File: src/rtl/mfr_pkg.sv
`timescale 1ns / 1ps
// ----------------------------------------------------------------------------
// mfr_pkg
// Shared types, codes and the CRC-8 step for the modem frame receiver.
// ----------------------------------------------------------------------------
package mfr_pkg;

   // Framing bytes and frame directions
   localparam logic [7:0] SYNC1_BYTE      = 8'hAA;
   localparam logic [7:0] SYNC2_BYTE      = 8'h55;
   localparam logic [7:0] DIR_DATA        = 8'h02;
   localparam logic [7:0] DIR_STATUS      = 8'h04;
   localparam logic [7:0] STATUS_HDR0     = 8'h01;
   localparam logic [7:0] STATUS_HDR1     = 8'h00;
   localparam logic [7:0] MODE_LONG_RANGE = 8'h02;
   localparam logic [7:0] CRC_POLY        = 8'h8C;

   // Frame length limits
   localparam logic [8:0] DATA_MIN_LEN    = 9'd7;
   localparam logic [8:0] STATUS_MIN_LEN  = 9'd10;
   localparam logic [8:0] POWER_MIN_LEN   = 9'd11;
   localparam logic [8:0] PEERS_MIN_LEN   = 9'd12;

   // Body byte positions
   localparam logic [8:0] POS_SRC_END     = 9'd6;   // source MAC is positions 0 to 5
   localparam logic [8:0] POS_RSSI        = 9'd6;
   localparam logic [8:0] POS_DATA_FIRST  = 9'd7;
   localparam logic [8:0] POS_HDR0        = 9'd0;
   localparam logic [8:0] POS_HDR1        = 9'd1;
   localparam logic [8:0] POS_MAC_END     = 9'd8;   // status MAC is positions 2 to 7
   localparam logic [8:0] POS_MODE        = 9'd8;
   localparam logic [8:0] POS_CHANNEL     = 9'd9;
   localparam logic [8:0] POS_POWER       = 9'd10;
   localparam logic [8:0] POS_PEERS       = 9'd11;

   // Reset values of the committed status
   localparam logic [7:0] RESET_CHANNEL   = 8'd1;
   localparam logic [7:0] RESET_POWER     = 8'd84;

   typedef enum logic [1:0] {
      EV_DATA    = 2'd0,
      EV_END     = 2'd1,
      EV_STATUS  = 2'd2,
      EV_IGNORED = 2'd3
   } event_type;

   typedef enum logic [6:0] {
      PH_SYNC1 = 7'b0000001,
      PH_SYNC2 = 7'b0000010,
      PH_DIR   = 7'b0000100,
      PH_LENH  = 7'b0001000,
      PH_LENL  = 7'b0010000,
      PH_BODY  = 7'b0100000,
      PH_CRC   = 7'b1000000
   } phase_type;

   typedef struct packed {
      event_type          event_res;
      logic [7:0]         data_byte;
      logic               last;
      logic [47:0]        src_mac;
      logic signed [7:0]  rssi;
      logic [8:0]         data_length;
      logic               crc_ok;
      logic [47:0]        modem_mac;
      logic               long_range;
      logic [7:0]         radio_channel;
      logic [7:0]         tx_power;
      logic [7:0]         peer_count;
   } result_type;

   // One byte of the reflected CRC-8, bit serial unrolled
   function automatic logic [7:0] crc8_step(input logic [7:0] crc, input logic [7:0] b);
      logic [7:0] c;
      logic [7:0] d;
      logic       fb;
      c = crc;
      d = b;
      for (int i = 0; i < 8; i++) begin
         fb = c[0] ^ d[0];
         c  = {1'b0, c[7:1]};
         if (fb) begin
            c = c ^ CRC_POLY;
         end
         d = {1'b0, d[7:1]};
      end
      return c;
   endfunction

endpackage

File: src/rtl/modem_frame_receiver.sv
`timescale 1ns / 1ps
// ----------------------------------------------------------------------------
// modem_frame_receiver
// Byte-serial receiver for sync-framed modem data and status frames.
// ----------------------------------------------------------------------------
// One received byte per clock is taken on the req_ channel. Each byte is
// parsed in the cycle it is accepted and any result lands in a single result
// register, so a byte can be accepted every clock and its result is offered
// on the rsp_ channel the next cycle; the link stalls only while a result
// sits in that register and rsp_ready is low. Data frames emit one
// result per data byte plus an end result on the CRC byte; status frames and
// all other accepted frames give one result on the CRC byte. crc_ok reports
// the reflected CRC-8 (poly 0x8C, init 0) check but never drops a frame. The
// committed modem status is carried on every result.
module modem_frame_receiver #(
   parameter int MAX_PAYLOAD = 300
) (
   input  logic               clock,
   input  logic               reset,
   input  logic               req_valid,
   output logic               req_ready,
   input  logic [7:0]         req_rx_byte,
   output logic               rsp_valid,
   input  logic               rsp_ready,
   output logic [1:0]         rsp_event_res,
   output logic [7:0]         rsp_data_byte,
   output logic               rsp_last,
   output logic [47:0]        rsp_src_mac,
   output logic signed [7:0]  rsp_rssi,
   output logic [8:0]         rsp_data_length,
   output logic               rsp_crc_ok,
   output logic [47:0]        rsp_modem_mac,
   output logic               rsp_long_range,
   output logic [7:0]         rsp_radio_channel,
   output logic [7:0]         rsp_tx_power,
   output logic [7:0]         rsp_peer_count
);
   import mfr_pkg::*;

   logic       accept;
   logic       produce;
   result_type result;
   result_type rsp_data;

   assign accept = req_valid && req_ready;

   mfr_parser #(
      .MAX_PAYLOAD (MAX_PAYLOAD)
   ) u_parser (
      .clock   (clock),
      .reset   (reset),
      .accept  (accept),
      .rx_byte (req_rx_byte),
      .produce (produce),
      .result  (result)
   );

   mfr_rsp_reg u_rsp_reg (
      .clock     (clock),
      .reset     (reset),
      .load      (produce),
      .load_data (result),
      .in_ready  (req_ready),
      .rsp_valid (rsp_valid),
      .rsp_ready (rsp_ready),
      .rsp_data  (rsp_data)
   );

   // Break out the result word
   assign rsp_event_res     = rsp_data.event_res;
   assign rsp_data_byte     = rsp_data.data_byte;
   assign rsp_last          = rsp_data.last;
   assign rsp_src_mac       = rsp_data.src_mac;
   assign rsp_rssi          = rsp_data.rssi;
   assign rsp_data_length   = rsp_data.data_length;
   assign rsp_crc_ok        = rsp_data.crc_ok;
   assign rsp_modem_mac     = rsp_data.modem_mac;
   assign rsp_long_range    = rsp_data.long_range;
   assign rsp_radio_channel = rsp_data.radio_channel;
   assign rsp_tx_power      = rsp_data.tx_power;
   assign rsp_peer_count    = rsp_data.peer_count;

`ifndef SYNTHESIS
   // An empty result register never blocks the link
   a_ready_when_empty: assert property (@(posedge clock) disable iff (reset)
      !rsp_valid |-> req_ready)
      else $error("req_ready low with empty result register");

   // A result is produced only for an accepted byte
   a_produce_on_accept: assert property (@(posedge clock) disable iff (reset)
      produce |-> accept)
      else $error("result produced without an accepted byte");

   // Every result except a data byte ends a frame
   a_last_matches_event: assert property (@(posedge clock) disable iff (reset)
      rsp_valid |-> (rsp_last == (rsp_event_res != EV_DATA)))
      else $error("last flag disagrees with event");

   // Data length and CRC flag only on frame-end results
   a_data_fields_clean: assert property (@(posedge clock) disable iff (reset)
      rsp_valid && (rsp_event_res == EV_DATA) |-> !rsp_crc_ok && (rsp_data_length == 9'd0))
      else $error("frame-end fields set on a data byte result");
`endif

endmodule

File: src/rtl/mfr_parser.sv
`timescale 1ns / 1ps
// ----------------------------------------------------------------------------
// mfr_parser
// Frame parser: sync hunt, header, body capture, CRC and status commit.
// ----------------------------------------------------------------------------
module mfr_parser #(
   parameter int MAX_PAYLOAD = 300
) (
   input  logic                   clock,
   input  logic                   reset,
   input  logic                   accept,
   input  logic [7:0]             rx_byte,
   output logic                   produce,
   output mfr_pkg::result_type    result
);
   import mfr_pkg::*;

   localparam logic [15:0] MaxLen = 16'(MAX_PAYLOAD);

   phase_type   phase_ff, phase_in;
   logic [7:0]  dir_ff, dir_in;
   logic [7:0]  len_high_ff, len_high_in;
   logic [8:0]  len_ff, len_in;
   logic [8:0]  pos_ff, pos_in;
   logic [7:0]  crc_ff, crc_in;
   logic [47:0] src_mac_ff, src_mac_in;
   logic [7:0]  rssi_ff, rssi_in;
   logic        hdr_ok_ff, hdr_ok_in;
   logic [47:0] st_mac_ff, st_mac_in;
   logic [7:0]  st_mode_ff, st_mode_in;
   logic [7:0]  st_chan_ff, st_chan_in;
   logic [7:0]  st_power_ff, st_power_in;
   logic [7:0]  st_peers_ff, st_peers_in;
   logic [47:0] mac_ff, mac_in;
   logic        long_ff, long_in;
   logic [7:0]  chan_ff, chan_in;
   logic [7:0]  power_ff, power_in;
   logic [7:0]  peers_ff, peers_in;

   logic [15:0] len_word;
   logic [8:0]  pos_inc;
   logic        is_data;
   logic        is_status;
   logic        crc_match;
   event_type   ev;
   logic        with_src;
   logic        ev_last;

   assign len_word  = {len_high_ff, rx_byte};
   assign pos_inc   = pos_ff + 9'd1;
   assign is_data   = (dir_ff == DIR_DATA) && (len_ff >= DATA_MIN_LEN);
   assign is_status = (dir_ff == DIR_STATUS) && (len_ff >= STATUS_MIN_LEN) && hdr_ok_ff;
   assign crc_match = (rx_byte == crc_ff);

   // Next state and the result of the current byte
   always_comb begin
      phase_in    = phase_ff;
      dir_in      = dir_ff;
      len_high_in = len_high_ff;
      len_in      = len_ff;
      pos_in      = pos_ff;
      crc_in      = crc_ff;
      src_mac_in  = src_mac_ff;
      rssi_in     = rssi_ff;
      hdr_ok_in   = hdr_ok_ff;
      st_mac_in   = st_mac_ff;
      st_mode_in  = st_mode_ff;
      st_chan_in  = st_chan_ff;
      st_power_in = st_power_ff;
      st_peers_in = st_peers_ff;
      mac_in      = mac_ff;
      long_in     = long_ff;
      chan_in     = chan_ff;
      power_in    = power_ff;
      peers_in    = peers_ff;
      produce     = 1'b0;
      ev          = EV_IGNORED;
      with_src    = 1'b0;
      if (accept) begin
         unique case (phase_ff)
            PH_SYNC1: begin
               if (rx_byte == SYNC1_BYTE) begin
                  phase_in = PH_SYNC2;
               end
            end
            PH_SYNC2: begin
               phase_in = (rx_byte == SYNC2_BYTE) ? PH_DIR : PH_SYNC1;
            end
            PH_DIR: begin
               dir_in   = rx_byte;
               phase_in = PH_LENH;
            end
            PH_LENH: begin
               len_high_in = rx_byte;
               phase_in    = PH_LENL;
            end
            PH_LENL: begin
               // drop frames of zero or oversize length
               if (len_word == 16'd0 || len_word > MaxLen) begin
                  phase_in = PH_SYNC1;
               end else begin
                  len_in     = len_word[8:0];
                  pos_in     = '0;
                  crc_in     = '0;
                  hdr_ok_in  = 1'b0;
                  src_mac_in = '0;
                  rssi_in    = '0;
                  phase_in   = PH_BODY;
               end
            end
            PH_BODY: begin
               crc_in = crc8_step(crc_ff, rx_byte);
               // data frame view
               if (pos_ff < POS_SRC_END) begin
                  src_mac_in = {src_mac_ff[39:0], rx_byte};
               end else if (pos_ff == POS_RSSI) begin
                  rssi_in = rx_byte;
               end
               // status frame view
               if (pos_ff == POS_HDR0) begin
                  hdr_ok_in = (rx_byte == STATUS_HDR0);
               end else if (pos_ff == POS_HDR1) begin
                  hdr_ok_in = hdr_ok_ff && (rx_byte == STATUS_HDR1);
               end else if (pos_ff < POS_MAC_END) begin
                  st_mac_in = {st_mac_ff[39:0], rx_byte};
               end else if (pos_ff == POS_MODE) begin
                  st_mode_in = rx_byte;
               end else if (pos_ff == POS_CHANNEL) begin
                  st_chan_in = rx_byte;
               end else if (pos_ff == POS_POWER) begin
                  st_power_in = rx_byte;
               end else if (pos_ff == POS_PEERS) begin
                  st_peers_in = rx_byte;
               end
               pos_in = pos_inc;
               if (pos_inc >= len_ff) begin
                  phase_in = PH_CRC;
               end
               if (is_data && pos_ff >= POS_DATA_FIRST) begin
                  produce  = 1'b1;
                  ev       = EV_DATA;
                  with_src = 1'b1;
               end
            end
            PH_CRC: begin
               phase_in = PH_SYNC1;
               produce  = 1'b1;
               if (is_data) begin
                  ev       = EV_END;
                  with_src = 1'b1;
               end else if (is_status) begin
                  ev      = EV_STATUS;
                  mac_in  = st_mac_ff;
                  long_in = (st_mode_ff == MODE_LONG_RANGE);
                  chan_in = st_chan_ff;
                  if (len_ff >= POWER_MIN_LEN) begin
                     power_in = st_power_ff;
                  end
                  if (len_ff >= PEERS_MIN_LEN) begin
                     peers_in = st_peers_ff;
                  end
               end
            end
            default: begin
               phase_in = PH_SYNC1;
            end
         endcase
      end
   end

   // Assemble the result word
   assign ev_last = (ev != EV_DATA);
   always_comb begin
      result.event_res     = ev;
      result.data_byte     = (ev == EV_DATA) ? rx_byte : 8'd0;
      result.last          = ev_last;
      result.src_mac       = with_src ? src_mac_in : 48'd0;
      result.rssi          = with_src ? $signed(rssi_in) : 8'sd0;
      result.data_length   = (ev == EV_END) ? (len_ff - DATA_MIN_LEN) : 9'd0;
      result.crc_ok        = ev_last && crc_match;
      result.modem_mac     = mac_in;
      result.long_range    = long_in;
      result.radio_channel = chan_in;
      result.tx_power      = power_in;
      result.peer_count    = peers_in;
   end

   // Control and committed status
   always_ff @(posedge clock) begin
      if (reset) begin
         phase_ff <= PH_SYNC1;
         mac_ff   <= '0;
         long_ff  <= 1'b0;
         chan_ff  <= RESET_CHANNEL;
         power_ff <= RESET_POWER;
         peers_ff <= '0;
      end else begin
         phase_ff <= phase_in;
         mac_ff   <= mac_in;
         long_ff  <= long_in;
         chan_ff  <= chan_in;
         power_ff <= power_in;
         peers_ff <= peers_in;
      end
   end

   // Frame context and shadow fields, set before use in every frame
   always_ff @(posedge clock) begin
      dir_ff      <= dir_in;
      len_high_ff <= len_high_in;
      len_ff      <= len_in;
      pos_ff      <= pos_in;
      crc_ff      <= crc_in;
      src_mac_ff  <= src_mac_in;
      rssi_ff     <= rssi_in;
      hdr_ok_ff   <= hdr_ok_in;
      st_mac_ff   <= st_mac_in;
      st_mode_ff  <= st_mode_in;
      st_chan_ff  <= st_chan_in;
      st_power_ff <= st_power_in;
      st_peers_ff <= st_peers_in;
   end

endmodule

File: src/rtl/mfr_rsp_reg.sv
`timescale 1ns / 1ps
// ----------------------------------------------------------------------------
// mfr_rsp_reg
// Result register between the parser and the result channel.
// ----------------------------------------------------------------------------
module mfr_rsp_reg (
   input  logic                   clock,
   input  logic                   reset,
   input  logic                   load,
   input  mfr_pkg::result_type    load_data,
   output logic                   in_ready,
   output logic                   rsp_valid,
   input  logic                   rsp_ready,
   output mfr_pkg::result_type    rsp_data
);
   import mfr_pkg::*;

   logic       valid_ff, valid_in;
   result_type data_ff, data_in;

   // Take a new result whenever the held one leaves or none is held
   assign in_ready = !valid_ff || rsp_ready;

   always_comb begin
      valid_in = valid_ff;
      data_in  = data_ff;
      if (load) begin
         valid_in = 1'b1;
         data_in  = load_data;
      end else if (rsp_ready) begin
         valid_in = 1'b0;
      end
   end

   always_ff @(posedge clock) begin
      if (reset) begin
         valid_ff <= 1'b0;
      end else begin
         valid_ff <= valid_in;
      end
   end

   always_ff @(posedge clock) begin
      data_ff <= data_in;
   end

   assign rsp_valid = valid_ff;
   assign rsp_data  = data_ff;

endmodule

File: config.mk
export PLATFORM = sky130hd
export DESIGN_NAME = modem_frame_receiver
export DESIGN_NICKNAME = d
export VERILOG_FILES = /design/src/rtl/mfr_pkg.sv /design/src/rtl/modem_frame_receiver.sv /design/src/rtl/mfr_parser.sv /design/src/rtl/mfr_rsp_reg.sv
export SDC_FILE = /design/constraint.sdc
export NUM_CORES = 1
export LEC_CHECK = 0
export BUFFER_PORTS_ARGS = -buffer_cell sky130_fd_sc_hd__buf_4
export CAP_MARGIN = 20
export CORE_ASPECT_RATIO = 1.4
export CORE_MARGIN = 2
export CORE_UTILIZATION = 55
export DETAILED_ROUTE_END_ITERATION = 7
export PLACE_DENSITY = 0.79
export SLEW_MARGIN = 20
export SYNTH_ARGS = -nofsm -noshare
export SYNTH_HDL_FRONTEND = slang
export SYNTH_SLANG_ARGS = --single-unit
File: constraint.sdc
create_clock -name clock -period 11.3 [get_ports clock]
set_input_delay 0.565 -clock clock [delete_from_list [all_inputs] [get_ports clock]]
set_output_delay 0.565 -clock clock [all_outputs]
set_load 0.005 [all_outputs]
==> parameters.txt, run 1 <==
Parameter                              Value

Synth
  Average instance area after synthesis ... roughly 15 sq um
  Yosys cell types ... 57
  Post-synthesis register bit count ... 410
  Synth async-reset ratio ... 0%
  Most used flip-flop cell after synthesis ... edfxtp_1
  Part of the Yosys area used for sequential elements ... 72.9%
  Cell area after technology mapping ... 15000 sq um
  Post-synth net total ... approximately 1000
  Yosys warnings ... 0
  EDFF count, synth ... 273
  Cell count after synthesis ... 974

Placed design
  Post-DP HPWL ... roughly 17000 um
  Number of port buffers ... 163
  Post-Place Cell Area ... 16600 sq um
  Placed cell count ... between 1000 and 1500
  Routability congestion estimate ... 0.852

Min path
  Type of the worst min-delay path ... primary input to flip-flop
  Hold path start ... req_rx_byte[7]

Route
  Iteration count of the initial detailed-routing pass ... 4
  DR vias/cell ... 5.44
  Via Count ... ~8300
  ANT nets after route ... 0
  Average wire per standard cell ... approximately 19 um
  Aggregate routed wire length ... approximately 29000 um
  Initial DRC count ... ~630
  Count of unresolved DRC violations after routing ... 0

Power and ir drop
  Clock share of power ... 42.9%
  Overall power consumption ... approximately 3000 uW
  Power density cells ... 167 nW/um^2
  Fraction of power consumed by combinational cells ... around 3.2%
  Net Sw Power ... 592 uW
  Cell Int Power ... 2390 uW
  Portion of total power attributed to sequential cells ... between 50% and 60%
  Max rail drop VDD ... between 0.1 and 0.15 mV
  Switching power share of the total ... 19.8%
  Static leakage ... roughly 0.0066 uW

Setup path
  Reg2Reg Launch Point ... u_parser.phase_ff[1]$_SDFFE_PP0P_
  Maximum fanout along the worst path ... 80
  Kind of end point of the critical path ... flip-flop
  Arrival time of data at the critical path endpoint ... 4.06 ns
  Worst Setup Start Kind ... flip-flop
  Endpoint of the most critical setup path ... u_rsp_reg.rsp_data[49]$_DFFE_PP_
  Required time reported for the critical path endpoint ... 11.44 ns
  Type of the worst setup path ... flip-flop to flip-flop
  Flop-to-flop setup slack ... about 7.4 ns
  Critical path origin ... u_parser.phase_ff[1]$_SDFFE_PP0P_
  R2R depth ... 7
  Reg2Reg Capture Point ... u_rsp_reg.rsp_data[49]$_DFFE_PP_

CTS
  Root buf cell ... clkbuf_16
  Total of cells resized after clock tree synthesis ... 0
  Source-to-sink clock delay at the later pin of the worst-skew pair ... 0.53 ns
  Post-CTS Hold Buffers ... 0
  Buffer depth of the longest clock path ... 3
  Buffers inserted by post-CTS timing repair ... 0
  H-tree depth reported by CTS ... 2
  TritonCTS buffer count ... 36
  Sink count of the clock tree ... 410
  CTS tree ... yes
  Clock Pin Slew Worst Setup and Hold Paths ... around 0.060 ns

Finish
  Most frequent standard cell in the layout excluding fill and tap cells ... edfxtp_1
  Fraction of final layout cells with drive strength greater than 1 ... 27.3%
  Growth of design area from synthesis to finish ... 19.1%
  Commonest non-fill, non-tap cells in the layout ... edfxtp_1 (273), buf_4 (172), dfxtp_1 (137)
  Number of nets in the layout ... 1167
  Number of non-filler instances in the completed layout ... 1532
  Filler cells ... 1913
  Antenna Cells ... 0
  Area taken by flip-flops and latches ... about 11000 sq um
  Summed area of non-filler cells in the final layout ... 17900 sq um
  Multi-input combinational cell area ... 3850 sq um

STA
  Final-report hold violation count ... 0
  Count of final setup violators ... 0
  Maximum frequency from static timing analysis ... 255 MHz
  Worst-case hold slack ... approximately 0.44 ns
  Setup repair after global routing missed its margin ... no
  Actual slew at the worst max-slew pin ... 1.05 ns
  Final period utilization ... 34.7%
  Final Max Tran Viols ... 0
  Final min period ... 3.92 ns
  Setup TNS after final layout ... 0 ns
  Setup clock skew after layout ... 0.0154 ns
  Headroom to the max-slew limit ... 29.7%

Floorplan
  I/O pin count ... 164
  Core region area ... between 20000 and 30000 sq um
  Area of the die ... 28600 sq um
  Number of rows created at floorplan ... between 70 and 80
  Die boundary width ... around 140 um
  Initial core utilization ... 55.9%
  Vert. Die Dim ... between 150 and 200 um

GRT
  Initial antenna violation count ... 0
  Via count of the first global-routing pass ... 8256
  Global-route usage over all layers ... about a fifth
  GR Overflow Total ... 0
  Global-route wire length before repair ... 44300 um
  Pin count of the biggest net entering global routing ... 83

Run status
  Result of the run ... finished, final reports clean

Run
  Max-cap violations ... 0
[per-layer routing]
layer / part of all wire (%) / vias to the layer above / GRT usage [%]
met5: 0 / - / 0
met2: 50 / 272 / 33.3
met4: 3.4 / 0 / 8.06
li1: - / 3892 / -
met1: 41 / 4091 / 26.2
met3: 5.4 / 72 / 3.62
[cell families after synthesis]
kind of cell	share of synthesized area, %
AO/OA/AOI/OAI	5.20
XOR/XNOR	2.10
adder cells (fa/ha/maj)	1.33
buffers and inverters	1.72
flip-flops	72.9
multiplexers	5.75
AND/OR/NAND/NOR	11.0
[flip-flops by register name, indices dropped and copies added, names as in the netlist]
name                  cells
u_parser.chan_ff          8
u_parser.crc_ff           8
u_parser.dir_ff           8
u_parser.hdr_ok_ff        1
u_parser.len_ff           9
u_parser.len_high_ff      8
u_parser.long_ff          1
u_parser.mac_ff          48
u_parser.peers_ff         8
u_parser.phase_ff         7
u_parser.pos_ff           9
u_parser.power_ff         8
u_parser.rssi_ff          8
u_parser.src_mac_ff      48
u_parser.st_chan_ff       8
u_parser.st_mac_ff       48
u_parser.st_mode_ff       8
u_parser.st_peers_ff      8
u_parser.st_power_ff      8
u_rsp_reg.rsp_data      150
u_rsp_reg.rsp_valid       1
[cell type report]
class,count,share of cell area [%]
Sequential cell,410,61.2
Multi-Input combinational cell,501,21.6
Timing Repair Buffer,172,7.23
Clock buffer,46,5.48
Tap cell,365,2.56
Clock inverter,20,1.54
Inverter,18,0.406
[power groups by stage]
| stage | clock, uW | combinational (uW) | sequential, uW |
|---|---|---|---|
| 6_report | 1280 | 94.5 | 1610 |
| 3_3_place_gp | 0 | 91.4 | 1640 |
| 2_1_floorplan | 0 | 56.4 | 1640 |
| 3_5_place_dp | 0 | 92.5 | 1640 |
| 4_1_cts | 1310 | 93.0 | 1610 |
| 5_1_grt | 1370 | 100 | 1610 |
[cells in the mapped netlist, types with 4 or more instances]
master | instances | share of area (%)
buf_2 | 11 | 0.37
nor2_1 | 41 | 1.0
nor2b_1 | 134 | 5.6
edfxtp_1 | 273 | 55
mux2i_1 | 4 | 0.27
and3_1 | 16 | 0.67
clkbuf_1 | 30 | 0.75
dfxtp_1 | 137 | 18
mux2_2 | 69 | 5.2
and2_1 | 5 | 0.21
a22o_1 | 56 | 3.3
o21ai_0 | 7 | 0.23
ha_1 | 16 | 1.3
nor3_1 | 14 | 0.47
nand2b_1 | 6 | 0.25
xor2_1 | 9 | 0.53
nand2_1 | 15 | 0.38
inv_1 | 18 | 0.45
nor4_1 | 8 | 0.33
nand3_1 | 9 | 0.30
nor4b_1 | 4 | 0.23
a21oi_1 | 7 | 0.23
a211oi_1 | 4 | 0.20
xnor2_1 | 27 | 1.6
[worst min-delay path by stage]
stage / end / slack [ns] / cells past startpoint
2_1_floorplan: u_parser.st_mac_ff[10]$_DFFE_PP_ / 0.42 / 0
3_3_place_gp: u_parser.st_mac_ff[23]$_DFFE_PP_ / 0.42 / 0
3_5_place_dp: u_parser.st_mac_ff[20]$_DFFE_PP_ / 0.43 / 0
4_1_cts: u_parser.len_high_ff[7]$_DFFE_PP_ / 0.42 / 1
5_1_grt: u_parser.len_high_ff[5]$_DFFE_PP_ / 0.42 / 1
6_report: u_parser.len_ff[7]$_DFFE_PP_ / 0.44 / 1
[critical path: stages, from the launching register on]
cell	delay, ns
dfxtp_1	0.35
or2_2	0.31
nor4_1	0.52
o2111a_1	0.51
and2_1	0.23
nor2_1	0.11
inv_6	0.52
buf_4	0.90
[through the flow]
step                utilization (%)  setup slack [ns]
floorplan                         -              6.12
global placement               61.9              7.49
detailed placement             61.9              7.34
CTS                            66.6              7.34
global route                   66.6              7.09
finish                         66.6              7.38
No activity file was read; power rests on OpenSTA's default activity.
==> inputs of run 2 (changes only) <==
- CORE_UTILIZATION: 55 -> 52
- clock period: 11.3 -> 3.6 ns (I/O delays scaled with it)
==> parameters.txt, run 2 (same netlist as run 1, synthesis figures left out) <==
Parameter                              Value

Min path
  Type of the worst min-delay path ... primary input to flip-flop
  Endpoint of the worst hold-timing path ... u_parser.len_ff[5]$_DFFE_PP_
  Number of stages on the worst hold path ... 1
  Hold path start ... req_rx_byte[5]

GRT
  Met1 capacity usage during global routing ... 24.5%
  Most Crowded Layer GR ... met2
  Global-route wire length before repair ... 46700 um
  GR Overflow Total ... 0
  Met2 GRT Util ... roughly a third
  Via count of the first global-routing pass ... 8449
  Global Route met3 Usage ... under 10%
  Global-route usage over all layers ... 19.8%
  Initial antenna violation count ... 0
  Pin count of the biggest net entering global routing ... 83

Power and ir drop
  Max rail drop VDD ... 0.365 mV
  Power density cells ... 537 nW/um^2
  Static leakage ... approximately 0.0067 uW

Finish
  Number of nets in the layout ... 1184
  Largest register FFs ... 150
  Most frequent standard cell in the layout excluding fill and tap cells ... edfxtp_1
  Core Util, Final ... 64.0%
  Growth of design area from synthesis to finish ... 21.3%
  Fraction of final layout cells with drive strength greater than 1 ... 28.9%
  Summed area of non-filler cells in the final layout ... between 15000 and 20000 sq um
  Commonest non-fill, non-tap cells in the layout ... edfxtp_1 (273), buf_4 (184), dfxtp_1 (137)
  Antenna Cells ... 0

Route
  DR vias/cell ... 5.43
  Average wire per standard cell ... 19.2 um
  Initial DRC count ... slightly above 600
  Count of unresolved DRC violations after routing ... 0
  Iteration count of the initial detailed-routing pass ... 5
  ANT nets after route ... 0
  Via Count ... 8477
  Aggregate routed wire length ... 30000 um

Setup path
  Worst Setup Start Kind ... flip-flop
  Maximum fanout along the worst path ... 8
  Reg2Reg Launch Point ... u_parser.phase_ff[1]$_SDFFE_PP0P_
  Required time reported for the critical path endpoint ... 3.84 ns
  Type of the worst setup path ... flip-flop to flip-flop
  Reg2Reg Capture Point ... u_parser.st_peers_ff[6]$_DFFE_PP_
  Kind of end point of the critical path ... flip-flop
  Flop-to-flop setup slack ... 0.48 ns
  R2R depth ... 6
  Arrival time of data at the critical path endpoint ... 3.36 ns

Run status
  Result of the run ... finished, final reports clean

CTS
  CTS tree ... yes
  Buffers inserted by post-CTS timing repair ... 0
  Sink count of the clock tree ... 410
  Buffer depth of the longest clock path ... 3
  TritonCTS buffer count ... 38
  Post-CTS Hold Buffers ... 0
  Root buf cell ... clkbuf_16
  Source-to-sink clock delay at the later pin of the worst-skew pair ... 0.54 ns
  H-tree depth reported by CTS ... 2
  Clock Pin Slew Worst Setup and Hold Paths ... 0.07 ns
  Total of cells resized after clock tree synthesis ... 0

Placed design
  Post-DP HPWL ... 18400 um
  Routability congestion estimate ... 0.894
  Number of port buffers ... 163
  Post-Place Cell Area ... approximately 17000 sq um

Floorplan
  Core region area ... roughly 28000 sq um
  Area of the die ... between 30000 and 40000 sq um
  I/O pin count ... 164
  Number of rows created at floorplan ... 73
  Vert. Die Dim ... 205 um
  Initial core utilization ... ~53%
  Die boundary width ... 148 um

STA
  Maximum frequency from static timing analysis ... 320 MHz
  Headroom to the max-slew limit ... 39.0%
  Final period utilization ... 86.8%
  Final-report hold violation count ... 0
  Actual slew at the worst max-slew pin ... 0.915 ns
  Final min period ... 3.12 ns
  Setup repair after global routing missed its margin ... no
  Final Max Tran Viols ... 0
  Count of final setup violators ... 0
  Worst-case hold slack ... between 0.03 and 0.04 ns
  Setup clock skew after layout ... a little under 0.02 ns

Run
  Max-cap violations ... 0
-- run 2: worst max-delay path, cell delays in order, from the launching register on --
cell     delay, ns
dfxtp_1       0.36
or2_2         0.32
nor4_1        0.51
nand3_1       0.36
or4b_2        0.79
nor4_1        0.28
buf_4         0.22
-- run 2: worst max-delay path by stage --
stage,start,end,slack [ns],cells past startpoint
after global routing,u_parser.phase_ff[1]$_SDFFE_PP0P_,u_parser.st_peers_ff[5]$_DFFE_PP_,0.22,6
after CTS,u_parser.phase_ff[1]$_SDFFE_PP0P_,u_parser.st_peers_ff[6]$_DFFE_PP_,0.48,6
after detailed placement,u_parser.phase_ff[1]$_SDFFE_PP0P_,u_parser.st_peers_ff[7]$_DFFE_PP_,0.50,6
final,u_parser.phase_ff[1]$_SDFFE_PP0P_,u_parser.st_peers_ff[6]$_DFFE_PP_,0.48,6
after floorplan,u_parser.pos_ff[6]$_SDFFCE_PN0P_,u_rsp_reg.rsp_data[0]$_DFFE_PP_,-0.50,6
after global placement,u_parser.phase_ff[1]$_SDFFE_PP0P_,u_parser.st_peers_ff[7]$_DFFE_PP_,0.59,6
-- run 2: per-stage QoR --
stage / total power (uW) / TNS, ns / setup slack (ns) / cells
6_report: 9770 / 0 / 0.476 / 1561
5_1_grt: 10100 / 0 / 0.215 / 1561
4_1_cts: 9840 / 0 / 0.485 / 1561
3_5_place_dp: 5440 / 0 / 0.499 / 1491
3_3_place_gp: 5440 / 0 / 0.591 / 1491
2_1_floorplan: 5330 / -77.20 / -0.498 / 974
-- run 2: layout make-up --
cell class	instances	area, sq um
Timing Repair Buffer	187	1440
Inverter	18	71.3
Tap cell	375	469
Multi-Input combinational cell	501	3860
Clock inverter	20	307
Sequential cell	410	10900
Fill cell	2029	10200
Clock buffer	50	1100
-- run 2: power breakdown --
group	total [uW]	internal, uW	leakage (uW)	switching, uW
clock	4420	2690	0.000696	1730
combinational	297	118	0.00240	179
sequential	5050	5020	0.00362	29.7
-- run 2: per-layer routing --
metal  up-vias  share of wire, %
met5         -                 0
met4         0               2.6
met1      4212                40
met3        62               6.1
met2       272                52
li1       3931                 -
